File: config.mk
export PLATFORM = sky130hd
export DESIGN_NAME = integer_to_radix_ascii_top
export DESIGN_NICKNAME = d
export VERILOG_FILES = /design/src/rtl/core/itra_pkg.sv /design/src/rtl/core/itra_ctrl.sv /design/src/rtl/core/itra_dpath.sv /design/src/rtl/core/integer_to_radix_ascii_top.sv
export SDC_FILE = /design/constraint.sdc
export NUM_CORES = 1
export LEC_CHECK = 0
export BUFFER_PORTS_ARGS = -buffer_cell sky130_fd_sc_hd__buf_2
export CAP_MARGIN = 40
export CORE_ASPECT_RATIO = 1.2
export CORE_MARGIN = 3
export CORE_UTILIZATION = 60
export DETAILED_ROUTE_END_ITERATION = 10
export HOLD_SLACK_MARGIN = 0.15
export PLACE_DENSITY = 0.77
export SLEW_MARGIN = 10
export SYNTH_ARGS = -nofsm -noshare
export SYNTH_HDL_FRONTEND = slang
export SYNTH_HIERARCHICAL = 1
export SYNTH_SLANG_ARGS = --single-unit
export TNS_END_PERCENT = 10
File: constraint.sdc
create_clock -name clk -period 27.2 [get_ports clk]
set_clock_uncertainty 0.05 [all_clocks]
set_input_delay 2.72 -clock clk [delete_from_list [all_inputs] [get_ports clk]]
set_output_delay 2.72 -clock clk [all_outputs]
set_load 0.1 [all_outputs]
File: src/rtl/core/itra_pkg.sv
package itra_pkg;

    localparam int MAX_DIGITS  = 64;
    localparam int DIG_W       = 6;
    localparam int ADDR_W      = $clog2(MAX_DIGITS);
    localparam int CNT_W       = ADDR_W + 1;
    localparam int MAG_W       = 64;
    localparam int BITS_PER_CY = 8;
    localparam int DIV_STEPS   = MAG_W / BITS_PER_CY;
    localparam int STEP_W      = $clog2(DIV_STEPS);

    localparam logic [5:0] RADIX_MIN = 6'd2;
    localparam logic [5:0] RADIX_MAX = 6'd36;

    localparam logic [7:0] CHAR_ZERO  = 8'h30;
    localparam logic [7:0] CHAR_A     = 8'h41;
    localparam logic [7:0] CHAR_MINUS = 8'h2D;
    localparam logic [5:0] DEC_LIMIT  = 6'd10;

    // output character source
    localparam logic [1:0] SEL_DIGIT = 2'd0;
    localparam logic [1:0] SEL_SIGN  = 2'd1;
    localparam logic [1:0] SEL_ZERO  = 2'd2;

    typedef struct packed {
        logic signed [63:0] value;
        logic [5:0]         radix;
    } itra_in_t;

    typedef struct packed {
        logic [7:0] text_char;
        logic       final_res;
    } itra_out_t;

    typedef struct packed {
        logic       load;
        logic       div_step;
        logic       div_first;
        logic       div_last;
        logic       dig_rd;
        logic       cnt_dec;
        logic       out_load;
        logic [1:0] out_sel;
        logic       out_final;
    } itra_cmd_t;

    typedef struct packed {
        logic mag_zero;
        logic neg;
        logic cnt_one;
        logic cnt_hi;
        logic out_free;
    } itra_status_t;

    function automatic logic [7:0] digit_char(input logic [DIG_W-1:0] d);
        logic [7:0] c;
        if (d < DEC_LIMIT)
        begin
            c = CHAR_ZERO + {2'b00, d};
        end
        else
        begin
            c = CHAR_A + {2'b00, d - DEC_LIMIT};
        end
        return c;
    endfunction

endpackage

File: src/rtl/core/itra_ctrl.sv
module itra_ctrl (
    input  logic                   clk,
    input  logic                   rst_n,
    input  logic                   num_valid,
    output logic                   num_stall,
    input  itra_pkg::itra_status_t st,
    output itra_pkg::itra_cmd_t    cmd
);
    import itra_pkg::*;

    localparam logic [2:0] S_IDLE  = 3'd0;
    localparam logic [2:0] S_CHECK = 3'd1;
    localparam logic [2:0] S_DIV   = 3'd2;
    localparam logic [2:0] S_NEXT  = 3'd3;
    localparam logic [2:0] S_SIGN  = 3'd4;
    localparam logic [2:0] S_RD    = 3'd5;
    localparam logic [2:0] S_LOAD  = 3'd6;
    localparam logic [2:0] S_ZERO  = 3'd7;

    logic [2:0]        state_reg, state_next;
    logic [STEP_W-1:0] step_reg, step_next;

    assign num_stall = (state_reg != S_IDLE);

    always_comb
    begin
        state_next = state_reg;
        step_next  = step_reg;
        cmd        = '0;
        cmd.out_sel = SEL_DIGIT;
        case (state_reg)
            S_IDLE:
            begin
                if (num_valid)
                begin
                    cmd.load   = 1'b1;
                    state_next = S_CHECK;
                end
            end
            S_CHECK:
            begin
                step_next  = '0;
                state_next = st.mag_zero ? S_ZERO : S_DIV;
            end
            S_DIV:
            begin
                cmd.div_step  = 1'b1;
                cmd.div_first = (step_reg == '0);
                cmd.div_last  = (step_reg == STEP_W'(DIV_STEPS - 1));
                step_next     = step_reg + 1'b1;
                if (cmd.div_last)
                begin
                    state_next = S_NEXT;
                end
            end
            S_NEXT:
            begin
                // quotient is now in place: more digits or start readout
                if (!st.mag_zero)
                begin
                    state_next = S_DIV;
                end
                else if (st.neg)
                begin
                    state_next = S_SIGN;
                end
                else
                begin
                    state_next = S_RD;
                end
            end
            S_SIGN:
            begin
                if (st.out_free)
                begin
                    cmd.out_load = 1'b1;
                    cmd.out_sel  = SEL_SIGN;
                    state_next   = S_RD;
                end
            end
            S_RD:
            begin
                cmd.dig_rd = 1'b1;
                state_next = S_LOAD;
            end
            S_LOAD:
            begin
                if (st.out_free)
                begin
                    cmd.out_load  = 1'b1;
                    cmd.out_sel   = SEL_DIGIT;
                    cmd.out_final = st.cnt_one;
                    cmd.cnt_dec   = 1'b1;
                    state_next    = st.cnt_one ? S_IDLE : S_RD;
                end
            end
            S_ZERO:
            begin
                if (st.out_free)
                begin
                    cmd.out_load  = 1'b1;
                    cmd.out_sel   = SEL_ZERO;
                    cmd.out_final = 1'b1;
                    state_next    = S_IDLE;
                end
            end
            default:
            begin
                state_next = S_IDLE;
            end
        endcase
    end

    always_ff @(posedge clk or negedge rst_n)
    begin
        if (!rst_n)
        begin
            state_reg <= S_IDLE;
            step_reg  <= '0;
        end
        else
        begin
            state_reg <= state_next;
            step_reg  <= step_next;
        end
    end

endmodule

File: src/rtl/core/itra_dpath.sv
module itra_dpath (
    input  logic                   clk,
    input  logic                   rst_n,
    input  itra_pkg::itra_in_t     num_data,
    input  itra_pkg::itra_cmd_t    cmd,
    output itra_pkg::itra_status_t st,
    output logic                   txt_valid,
    input  logic                   txt_stall,
    output itra_pkg::itra_out_t    txt_data
);
    import itra_pkg::*;

    logic [MAG_W-1:0]  q_reg, q_next;
    logic [DIG_W-1:0]  rem_reg, rem_next;
    logic [5:0]        radix_reg, radix_next;
    logic              neg_reg, neg_next;
    logic [CNT_W-1:0]  cnt_reg, cnt_next;
    logic              out_valid_reg, out_valid_next;
    itra_out_t         out_reg, out_next;
    logic [DIG_W-1:0]  rd_data_reg;
    logic [DIG_W-1:0]  dig_mem [MAX_DIGITS];

    logic [5:0]             radix_in;
    logic [MAG_W-1:0]       neg_mag;
    logic [MAG_W-1:0]       mag_in;
    logic [DIG_W-1:0]       r;
    logic [DIG_W:0]         t;
    logic [BITS_PER_CY-1:0] qb;
    logic [ADDR_W-1:0]      rd_addr;
    logic                   out_free;

    assign out_free = !out_valid_reg || !txt_stall;
    assign rd_addr  = ADDR_W'(cnt_reg - 1'b1);

    always_comb
    begin
        // clamp base into 2..36
        if (num_data.radix < RADIX_MIN)
        begin
            radix_in = RADIX_MIN;
        end
        else if (num_data.radix > RADIX_MAX)
        begin
            radix_in = RADIX_MAX;
        end
        else
        begin
            radix_in = num_data.radix;
        end

        neg_mag = MAG_W'(-num_data.value);
        if (!num_data.value[MAG_W-1])
        begin
            mag_in = {1'b0, num_data.value[MAG_W-2:0]};
        end
        else if (neg_mag[MAG_W-1])
        begin
            // most negative value saturates
            mag_in = {1'b0, {(MAG_W-1){1'b1}}};
        end
        else
        begin
            mag_in = neg_mag;
        end
    end

    // restoring division, several quotient bits per cycle
    always_comb
    begin
        r  = cmd.div_first ? '0 : rem_reg;
        qb = '0;
        t  = '0;
        for (int k = 0; k < BITS_PER_CY; k++)
        begin
            t = {r, q_reg[MAG_W-1-k]};
            if (t >= {1'b0, radix_reg})
            begin
                qb[BITS_PER_CY-1-k] = 1'b1;
                r = DIG_W'(t - {1'b0, radix_reg});
            end
            else
            begin
                r = DIG_W'(t);
            end
        end
    end

    always_comb
    begin
        q_next     = q_reg;
        rem_next   = rem_reg;
        radix_next = radix_reg;
        neg_next   = neg_reg;
        cnt_next   = cnt_reg;
        if (cmd.load)
        begin
            q_next     = mag_in;
            radix_next = radix_in;
            neg_next   = num_data.value[MAG_W-1];
            cnt_next   = '0;
        end
        else if (cmd.div_step)
        begin
            q_next   = {q_reg[MAG_W-BITS_PER_CY-1:0], qb};
            rem_next = r;
            if (cmd.div_last)
            begin
                cnt_next = cnt_reg + 1'b1;
            end
        end
        else if (cmd.cnt_dec)
        begin
            cnt_next = cnt_reg - 1'b1;
        end
    end

    always_comb
    begin
        out_next = out_reg;
        if (cmd.out_load)
        begin
            out_next.final_res = cmd.out_final;
            case (cmd.out_sel)
                SEL_SIGN: out_next.text_char = CHAR_MINUS;
                SEL_ZERO: out_next.text_char = CHAR_ZERO;
                default:  out_next.text_char = digit_char(rd_data_reg);
            endcase
        end

        if (cmd.out_load)
        begin
            out_valid_next = 1'b1;
        end
        else if (!txt_stall)
        begin
            out_valid_next = 1'b0;
        end
        else
        begin
            out_valid_next = out_valid_reg;
        end
    end

    always_ff @(posedge clk or negedge rst_n)
    begin
        if (!rst_n)
        begin
            q_reg         <= '0;
            rem_reg       <= '0;
            radix_reg     <= '0;
            neg_reg       <= 1'b0;
            cnt_reg       <= '0;
            out_valid_reg <= 1'b0;
        end
        else
        begin
            q_reg         <= q_next;
            rem_reg       <= rem_next;
            radix_reg     <= radix_next;
            neg_reg       <= neg_next;
            cnt_reg       <= cnt_next;
            out_valid_reg <= out_valid_next;
        end
    end

    always_ff @(posedge clk)
    begin
        out_reg <= out_next;
    end

    // digit store, one write and one registered read port
    always_ff @(posedge clk)
    begin
        if (cmd.div_last)
        begin
            dig_mem[cnt_reg[ADDR_W-1:0]] <= r;
        end
        if (cmd.dig_rd)
        begin
            rd_data_reg <= dig_mem[rd_addr];
        end
    end

    assign st.mag_zero = (q_reg == '0);
    assign st.neg      = neg_reg;
    assign st.cnt_one  = (cnt_reg == CNT_W'(1));
    assign st.cnt_hi   = cnt_reg[CNT_W-1];
    assign st.out_free = out_free;

    assign txt_valid = out_valid_reg;
    assign txt_data  = out_reg;

endmodule

File: src/rtl/core/integer_to_radix_ascii_top.sv
// each number passes S_CHECK, then the division of all its D digits, before the first character; a negative
// number sends its sign first, zero a single '0'; a new number is taken once the last one's final char is loaded
// the divider resolves 8 quotient bits a cycle, then tests the quotient in S_NEXT for more digits
// readout takes each character through the registered read of the digit store (S_RD, then S_LOAD)
// reset: rst_n clears control, counters and output valid; the digit store is not reset
module integer_to_radix_ascii_top (
    input  logic                clk,
    input  logic                rst_n,
    input  logic                num_valid,
    output logic                num_stall,
    input  itra_pkg::itra_in_t  num_data,
    output logic                txt_valid,
    input  logic                txt_stall,
    output itra_pkg::itra_out_t txt_data
);
    import itra_pkg::*;

    itra_cmd_t    cmd;
    itra_status_t st;

    itra_ctrl u_ctrl (
        .clk       (clk),
        .rst_n     (rst_n),
        .num_valid (num_valid),
        .num_stall (num_stall),
        .st        (st),
        .cmd       (cmd)
    );

    itra_dpath u_dpath (
        .clk       (clk),
        .rst_n     (rst_n),
        .num_data  (num_data),
        .cmd       (cmd),
        .st        (st),
        .txt_valid (txt_valid),
        .txt_stall (txt_stall),
        .txt_data  (txt_data)
    );

`ifndef SYNTHESIS
    // never overwrite a character still waiting downstream
    a_no_overwrite: assert property (@(posedge clk) disable iff (!rst_n)
        cmd.out_load |-> st.out_free)
        else $error("output register overwritten");

    // digit store never written past its depth
    a_store_bound: assert property (@(posedge clk) disable iff (!rst_n)
        cmd.div_last |-> !st.cnt_hi)
        else $error("digit store overflow");

    // a new item starts with an empty digit count
    a_load_clear: assert property (@(posedge clk) disable iff (!rst_n)
        cmd.load |=> (!st.cnt_hi && !st.cnt_one))
        else $error("digit count not cleared on load");

    // digits are read out only once the division has finished
    a_read_nonempty: assert property (@(posedge clk) disable iff (!rst_n)
        cmd.cnt_dec |-> st.mag_zero)
        else $error("digit readout out of order");
`endif

endmodule

==> Word-level counts from Yosys, hierarchy flattened <==
Memory sizes are Yosys's and may differ from the RTL's. A register that Yosys moved wholly into a read port is not among the register bits.
Index checks and enable logic that the tools add are counted.
{ "totals": {"register_bits": 100, "ram_bits": 384, "out_inout_bits": 11, "wordCells": 123, "n_memories": 1} }
{ "classes": {"n_eq_ne": 18, "magnitude_cmp": 11, "mux": 54, "n_addsub": 15, "bitwise": 1, "reduce_logical": 13} }
{ "mem_list": {"columns": ["memory", "depth", "width", "rd", "rd_clocked_by_memory_dff", "wr", "line_no", "text"], "rows": [
  ["u_dpath.dig_mem", 64, 6, 1, 1, 1, "itra_dpath.sv:21", "logic [DIG_W-1:0] dig_mem [MAX_DIGITS];"]
]} }
{ "op_table": {"columns": ["cell", "n"], "rows": [
  ["$mux 64", 3],
  ["$mux 6", 11],
  ["$logic_not 64->1", 1],
  ["$neg 64->64", 1],
  ["$mux 63", 1],
  ["$ge 7x6->1", 8],
  ["$sub 6x6->6", 8],
  ["$mux 3", 10],
  ["$mux 7", 4],
  ["$pmux 3 s8", 1],
  ["$mux 1", 17],
  ["$pmux 8 s2", 1],
  ["$eq 3x3->1 const B", 5],
  ["$ne 2x1->1 const B", 5],
  ["$pmux 3 s3", 1],
  ["$add 7x6->8 const A", 1],
  ["$mux 8", 1],
  ["$add 6x6->7 const A", 1],
  ["$add 7x1->7 const B", 1],
  ["$eq 7x1->1 const B", 1],
  ["$sub 7x1->7 const B", 1],
  ["$eq 3x2->1 const B", 2],
  ["$gt 6x6->1 const B", 1],
  ["$logic_not 3->1", 2],
  ["other kinds (20)", 24]
]} }

==> Depth between registers and ports, before layout <==
Gate-level depths: netlist of the first run.
{ "depth": {"ltp_word": 21, "mapped_depth": 94, "ltp_nobuf": 88} }

==> Hierarchy <==
Netlist of the first run, hierarchy kept.
{ "by_module_without_submodules": {"columns": ["module", "cells_per_inst", "n_inst", "seq_area_each_um2", "area_each_um2"], "rows": [
  ["itra_dpath", 1705, 1, 14108.5, 24217.0],
  ["itra_ctrl", 56, 1, 150.1, 446.7]
]} }

==> Least setup slack after synthesis of the first run <==
No wires, ideal clock.
{ "synth_timing": {"kind": "register -> register", "startpoint": "register u_ctrl.state_reg[2]", "endpoint": "memory u_dpath.dig_mem[0][0], data pin", "setup_time_ns": 0.569, "period_less_slack_ns": 18.901, "stages_incl_launch_ff": 89, "arrival_ns": 18.282, "n_path_buf": 6, "path_slack_ns": 8.299, "path_cell_list": "dfrtp_1 -> buf_2 -> nor3_2 -> and3b_1 -> nor2b_1 -> ha_1 -> nor2b_1 -> o211ai_1 -> and3_1 -> and2_1 -> buf_6 -> a21oi_1 -> inv_1 -> ha_1 -> a21o_1 -> a21o_1 -> a21oi_1 -> o21ai_0 -> [... 53 more ...] -> a21o_1 -> a21o_1 -> a31o_2 -> a21o_1 -> a211o_1 -> buf_2 -> buf_2 -> a21oi_1 -> ha_1 -> a21o_1 -> a21o_1 -> a21o_1 -> a21o_1 -> a31o_2 -> a21o_1 -> a221oi_2 -> buf_4 -> mux2i_1"} }
{ "synth_lines": {"columns": ["element", "line_no", "text"], "rows": [
  ["from (decl)", "itra_ctrl.sv:20", "logic [2:0] state_reg, state_next;"],
  ["from (signal assigned)", "itra_ctrl.sv:123", "state_reg <= state_next;"],
  ["to (decl)", "itra_dpath.sv:21", null]
]} }

==> run_results.csv, run 1 <==
group,metric,value,unit
status,outcome,"completed",
critical_path,slowest_stage,"o221a_2",
critical_path,cpMostUsedCell,"a21o_1",
clocking,numClockSinks,490,
placement,gp_congestion,0.893,
drt,post_drt_wl_per_cell,24.3,um
global_route,antenna_found_initial,0,
worst_hold_path,hp-class,"register to register",
critical_path,crit_type,"register to register",
critical_path,rr_worst_depth,87,
clocking,cts_buffer_depth,3,
drt,vias,15500,
clocking,cts_buffers,48,
critical_path,crit_path_end_kind,"register",
critical_path,reg2reg_to,"u_dpath/rem_reg[2]",
synthesis,syn_area_per_cell,14.0,um^2
final_layout,drive_above_1_share,0.201,
critical_path,cp.required,27.67,ns
global_route,grt_pass1_vias,15900,
clocking,postCtsSetupBuffers,0,
clocking,hold_buffers,0,
drt,drc,0,
synthesis,syn_nets,1900,
drt,via_per_inst,6.46,
clocking,clk_latency,0.59,ns
timing,period_needed,19.90,ns
floorplanning,core-area,0.0401,mm^2
critical_path,rr_startpoint,"u_ctrl/state_reg[1]",
clocking,clk_pin_slew_worst_paths,0.06,ns
worst_hold_path,hold_path_startpoint,"u_dpath/neg_reg",
floorplanning,start_util,0.614,
timing,slew-limit-headroom,0.388,
synthesis,ys_warn_count,6,
worst_hold_path,hold_end,"u_dpath/neg_reg",
drt,wl,58.5,mm
floorplanning,die_area,0.0436,mm^2
global_route,gr-total-overflow,0,
critical_path,crit_path_max_incr_delay,0.57,ns
global_route,grt_max_degree,82,
final_layout,final_common_cell,"edfxtp_1",
timing,worst_pin_slew,0.911,ns
final_layout,syn_to_final_growth,10.8,%
critical_path,rrSetupSlack,7.30,ns
timing,finalSetupViolations,0,
final_layout,layout_common_cells,"edfxtp_1 (399), mux4_2 (126), nor2_1 (111)",
global_route,grt_pass1_wl,91.2,mm
timing,timing.final.crit_share,0.732,
clocking,tritoncts,"done",
worst_hold_path,worstHoldPathCells,1,
floorplanning,io_pins,85,
drt,drtIter0Drc,1305,
placement,port_buffers,84,
run,max_cap_violations,0,
clocking,clockRootBuffer,"clkbuf_16",
critical_path,critical_path.max_fanout,42,
timing,hold_violations,0,
clocking,htree_levels,2,
drt,ant_nets,0,
critical_path,critPathBufInv,10,
floorplanning,fp.dieW,191,um
final_layout,largest_reg_flops,384,
synthesis,synth_area,0.0247,mm^2
critical_path,cp_top_family,"compound AO/OA/AOI/OAI gates",
timing,timing.final.max_slew_violations,0,
timing,tns,0,ns
final_layout,nNetsFinal,1971,
global_route,grt.total_usage,0.272,
synthesis,synth_cells,1760,
placement,dpl.hpwl,39.7,mm
critical_path,cp_data_arrival_time,20.37,ns
floorplanning,chipHeight,228,um
clocking,cts_resized,0,
timing,fmax,50.3,MHz
drt,drtPass1Iterations,5,
floorplanning,rows,80,
timing,rsz0062_at_grt,"false",
critical_path,cp-start-kind,"register",
==> worst max-delay path by stage <==
stage                             to           startpoint  cells after the start  slack (ns)
6_report          u_dpath/rem_reg[2]  u_ctrl/state_reg[1]                     87        7.30
5_1_grt           u_dpath/rem_reg[0]  u_ctrl/state_reg[1]                     87        5.76
4_1_cts           u_dpath/rem_reg[0]  u_ctrl/state_reg[1]                     87        7.41
3_5_place_dp      u_dpath/rem_reg[0]  u_ctrl/state_reg[1]                     87        7.47
3_3_place_gp      u_dpath/rem_reg[2]  u_ctrl/state_reg[1]                     85        7.15
2_1_floorplan  u_dpath/dig_mem[0][0]  u_ctrl/state_reg[2]                     88        8.30
==> final cells by class <==
cell class / count / area, um^2
multi-input cells: 1117 / 9830
clock inverters: 31 / 292
fillers: 2747 / 12800
clock buffers: 59 / 1280
well taps: 533 / 667
diodes: 1 / 2.50
flip-flops and latches: 490 / 14300
repair buffers: 115 / 754
inverters: 59 / 221
==> per-layer routing <==
metal | global-route usage | vias up | part of all wire
li1 | - | 6980 | -
met1 | 0.337 | 7844 | 0.38
met3 | 0.0401 | 135 | 0.054
met5 | 0 | - | 0
met2 | 0.480 | 569 | 0.53
met4 | 0.106 | 0 | 0.042
==> metrics by stage <==
stage | hold WS, ns | util | std cells | setup slack, ns | instance area, um^2
global route | 0.489 | 0.680 | 2404 | 5.76 | 27300
CTS | 0.472 | 0.680 | 2403 | 7.41 | 27300
global placement | 0.464 | 0.637 | 2302 | 7.15 | 25500
floorplan | 0.432 | - | 1760 | 8.30 | 24700
detailed placement | 0.460 | 0.641 | 2313 | 7.47 | 25700
finish | 0.466 | 0.681 | 2405 | 7.30 | 27300
==> worst register-to-register path: cells and delay by family, from the launching register on <==
kind	cells	cell delay (ns)
muxes	4	1.40
and+or+nand+nor	16	3.31
buffers and inverters	10	1.46
AOI/OAI and AO/OA	49	10.82
adders and majority gates	8	2.25
DFF	1	0.53
Power of run 1 is not shown: default switching activity piles up to over one toggle a cycle in this logic, so the estimate is an artifact.
==> inputs of run 2 (changes only) <==
--- a/config.mk
+++ b/config.mk
@@ -5,6 +5,7 @@
 export SDC_FILE = /design/constraint.sdc
 export NUM_CORES = 1
 export LEC_CHECK = 0
+export ABC_AREA = 1
 export BUFFER_PORTS_ARGS = -buffer_cell sky130_fd_sc_hd__buf_2
 export CAP_MARGIN = 40
 export CORE_ASPECT_RATIO = 1.2
==> constraint.sdc (replaced) <==
create_clock -name clk -period 18.4 [get_ports clk]
set_clock_uncertainty 0.05 [all_clocks]
set_input_delay 1.84 -clock clk [delete_from_list [all_inputs] [get_ports clk]]
set_output_delay 1.84 -clock clk [all_outputs]
set_load 0.1 [all_outputs]
==> run_results.csv, run 2 <==
group,metric,value,unit
status,outcome,"completed",
clocking,cts_resized,0,
drt,drtIter0Drc,2133,
timing,period_needed,16.05,ns
timing,fmax,62.3,MHz
timing,rsz0062_at_grt,"false",
critical_path,critical_path.max_fanout,36,
critical_path,cp_data_arrival_time,16.31,ns
global_route,grt.total_usage,0.299,
clocking,tritoncts,"done",
drt,post_drt_wl_per_cell,21.0,um
clocking,cts_buffers,48,
clocking,cts_buffer_depth,3,
synthesis,synth_cells,2517,
floorplanning,die_area,0.0445,mm^2
clocking,clockRootBuffer,"clkbuf_16",
drt,vias,19400,
timing,tns,0,ns
drt,ant_nets,0,
synthesis,ys_warn_count,6,
critical_path,cp-start-kind,"register",
critical_path,cp.required,18.65,ns
critical_path,cpMostUsedCell,"a21oi_1",
floorplanning,io_pins,85,
final_layout,layout_common_cells,"nand2_1 (400), edfxtp_1 (399), nor2_1 (392)",
critical_path,crit_path_end_kind,"register",
timing,finalSetupViolations,0,
global_route,grt_pass1_vias,18800,
global_route,grt_max_degree,88,
drt,drtPass1Iterations,6,
final_layout,nNetsFinal,2691,
timing,timing.final.crit_share,0.872,
clocking,clk_pin_slew_worst_paths,0.06,ns
drt,wl,65.8,mm
final_layout,syn_to_final_growth,10.0,%
clocking,clk_latency,0.58,ns
critical_path,crit_type,"register to register",
clocking,numClockSinks,490,
floorplanning,fp.dieW,193,um
critical_path,slowest_stage,"dfrtp_1",
global_route,antenna_found_initial,5,
final_layout,final_common_cell,"nand2_1",
final_layout,largest_reg_flops,384,
synthesis,syn_nets,2657,
clocking,htree_levels,2,
global_route,grt_pass1_wl,103,mm
clocking,postCtsSetupBuffers,0,
timing,hold_violations,0,
final_layout,drive_above_1_share,0.110,
placement,dpl.hpwl,43.6,mm
final_layout,final_util,0.674,
critical_path,crit_path_max_incr_delay,0.55,ns
drt,via_per_inst,6.21,
placement,port_buffers,84,
floorplanning,chipHeight,231,um
floorplanning,core-area,0.0411,mm^2
floorplanning,start_util,0.613,
run,max_cap_violations,0,
timing,slew-limit-headroom,0.379,
synthesis,synth_area,0.0252,mm^2
synthesis,syn_area_per_cell,10.0,um^2
timing,worst_pin_slew,0.923,ns
worst_hold_path,hp-class,"register to register",
final_layout,fill_cells,3124,
placement,gp_congestion,0.913,
floorplanning,rows,81,
timing,timing.final.max_slew_violations,0,
clocking,hold_buffers,0,
drt,drc,0,
global_route,gr-total-overflow,0,
[run 2: final timing paths]
kind / start / endpoint / slack, ns / cells after the start
hold / removal: u_dpath/cnt_reg[6] / u_dpath/cnt_reg[6] / 0.44 / 1
setup reg to reg: u_ctrl/state_reg[2] / u_dpath/dig_mem[9][2] / 2.35 / 81
max in group asynchronous: rst_n / u_dpath/cnt_reg[0] / 15.95 / 2
hold reg to reg: u_dpath/cnt_reg[6] / u_dpath/cnt_reg[6] / 0.44 / 1
min in group asynchronous: rst_n / u_dpath/q_reg[46] / 1.23 / 1
setup / recovery: u_ctrl/state_reg[2] / u_dpath/dig_mem[9][2] / 2.35 / 81
[run 2: area by class of cell]
type                            count  area [um^2]  area share
Sequential cell                   490        14300       0.514
Multi-Input combinational cell   1722         9770       0.352
Clock buffer                       64         1320      0.0477
Inverter                          182          693      0.0250
Timing Repair Buffer              107          691      0.0249
Tap cell                          539          674      0.0243
Clock inverter                     21          302      0.0109
Antenna cell                        5         12.5    0.000451
[run 2: metal layers]
| layer | GRT usage | up-vias | wire length (um) |
|---|---|---|---|
| met5 | 0 | - | 0 |
| li1 | - | 8973 | - |
| met4 | 0.114 | 0 | 2680 |
| met1 | 0.400 | 9442 | 25900 |
| met3 | 0.0460 | 157 | 4990 |
| met2 | 0.494 | 876 | 32200 |
[run 2: per-stage QoR]
| step | hold WS (ns) | cell area, um^2 | setup WS [ns] | cells |
|---|---|---|---|---|
| 2_1_floorplan | 0.385 | 25200 | 4.46 | 2517 |
| 3_3_place_gp | 0.408 | 25900 | 3.05 | 3032 |
| 3_5_place_dp | 0.415 | 26100 | 2.63 | 3040 |
| 4_1_cts | 0.428 | 27700 | 2.56 | 3125 |
| 5_1_grt | 0.468 | 27700 | 0.833 | 3126 |
| 6_report | 0.436 | 27700 | 2.35 | 3130 |
[run 2: critical path: cells and delay by family (launching register included)]
family	cells	cell delay, ns
adder cells (fa/ha/maj)	8	2.42
AND/OR/NAND/NOR	26	4.29
flip-flops	1	0.55
buffers and inverters	9	0.98
AO/OA/AOI/OAI	38	7.44
Power of run 2 is left out for the same reason.
==> inputs of run 3 (changes only) <==
--- a/config.mk
+++ b/config.mk
@@ -11,6 +11,7 @@
 export CORE_ASPECT_RATIO = 1.2
 export CORE_MARGIN = 3
 export CORE_UTILIZATION = 60
+export CTS_BUF_LIST = sky130_fd_sc_hd__clkbuf_8 sky130_fd_sc_hd__clkbuf_16
 export DETAILED_ROUTE_END_ITERATION = 10
 export HOLD_SLACK_MARGIN = 0.15
 export PLACE_DENSITY = 0.77
==> run_results.csv, run 3 (same netlist as run 2, synthesis figures left out) <==
group,metric,value,unit
status,outcome,"completed",
clocking,clockRootBuffer,"clkbuf_16",
critical_path,cp_data_arrival_time,16.31,ns
clocking,cts_buffers,48,
critical_path,slowest_stage,"dfrtp_1",
final_layout,syn_to_final_growth,10.0,%
placement,gp_congestion,0.913,
worst_hold_path,worstHoldPathCells,1,
clocking,clk_latency,0.58,ns
placement,port_buffers,84,
floorplanning,fp.dieW,193,um
drt,post_drt_wl_per_cell,21.0,um
floorplanning,die_area,0.0445,mm^2
timing,timing.final.max_slew_violations,0,
clocking,hold_buffers,0,
global_route,antenna_found_initial,5,
worst_hold_path,hp-class,"register to register",
final_layout,drive_above_1_share,0.110,
clocking,cts_buffer_depth,3,
drt,drtIter0Drc,2142,
floorplanning,rows,81,
drt,wl,65.8,mm
critical_path,cp.required,18.65,ns
clocking,tritoncts,"done",
final_layout,layout_common_cells,"nand2_1 (400), edfxtp_1 (399), nor2_1 (392)",
timing,worst_pin_slew,0.912,ns
final_layout,largest_reg_flops,384,
critical_path,crit_type,"register to register",
floorplanning,chipHeight,231,um
critical_path,rr_worst_depth,81,
clocking,numClockSinks,490,
critical_path,cp_top_family,"compound AO/OA/AOI/OAI gates",
global_route,grt_max_degree,88,
clocking,clk_pin_slew_worst_paths,0.06,ns
run,max_cap_violations,0,
drt,ant_nets,0,
global_route,gr-total-overflow,0,
timing,fmax,62.3,MHz
final_layout,nNetsFinal,2691,
drt,drc,0,
drt,via_per_inst,6.21,
timing,period_needed,16.06,ns
clocking,htree_levels,2,
global_route,grt_pass1_wl,103,mm
critical_path,rrSetupSlack,2.34,ns
critical_path,crit_path_max_incr_delay,0.55,ns
floorplanning,start_util,0.613,
timing,rsz0062_at_grt,"false",
critical_path,cpMostUsedCell,"a21oi_1",
timing,tns,0,ns
critical_path,cp_num_cells,81,
timing,hold_violations,0,
floorplanning,io_pins,85,
critical_path,critPathBufInv,9,
timing,finalSetupViolations,0,
global_route,grt_pass1_vias,18800,
drt,drtPass1Iterations,6,
timing,timing.final.crit_share,0.873,
critical_path,crit_path_end_kind,"register",
critical_path,critical_path.max_fanout,36,
critical_path,cp-start-kind,"register",
clocking,postCtsSetupBuffers,0,
global_route,grt.total_usage,0.299,
clocking,cts_resized,0,
drt,vias,19400,
floorplanning,core-area,0.0411,mm^2
final_layout,final_common_cell,"nand2_1",
placement,dpl.hpwl,43.6,mm
timing,slew-limit-headroom,0.387,
==> run 3: final timing paths <==
path,to,start
setup / recovery,u_dpath/dig_mem[9][2],u_ctrl/state_reg[2]
hold / removal,u_dpath/cnt_reg[6],u_dpath/cnt_reg[6]
setup reg to reg,u_dpath/dig_mem[9][2],u_ctrl/state_reg[2]
hold reg to reg,u_dpath/cnt_reg[6],u_dpath/cnt_reg[6]
max in group asynchronous,u_dpath/cnt_reg[0],rst_n
min in group asynchronous,u_dpath/q_reg[46],rst_n
==> run 3: cell type report <==
class | instances | area (um^2)
well taps | 539 | 674
clock buffers | 52 | 1280
repair buffers | 107 | 691
clock inverters | 33 | 347
fillers | 3124 | 13400
diodes | 5 | 12.5
flip-flops and latches | 490 | 14300
multi-input cells | 1722 | 9770
inverters | 182 | 693
==> run 3: routing by layer <==
| metal | vias to the layer above | track usage | share of wire |
|---|---|---|---|
| met4 | 0 | 0.114 | 0.042 |
| met5 | - | 0 | 0 |
| li1 | 8971 | - | - |
| met1 | 9434 | 0.400 | 0.39 |
| met2 | 881 | 0.494 | 0.49 |
| met3 | 159 | 0.0460 | 0.075 |
==> run 3: through the flow <==
step / hold WS [ns] / std cells / area, um^2 / util / worst slack [ns]
after floorplan: 0.385 / 2517 / 25200 / - / 4.46
after global routing: 0.468 / 3126 / 27700 / 0.674 / 0.833
after detailed placement: 0.415 / 3040 / 26100 / 0.634 / 2.63
final: 0.437 / 3130 / 27700 / 0.674 / 2.34
after CTS: 0.428 / 3125 / 27700 / 0.674 / 2.56
after global placement: 0.408 / 3032 / 25900 / 0.630 / 3.05
Power of run 3 is left out for the same reason.
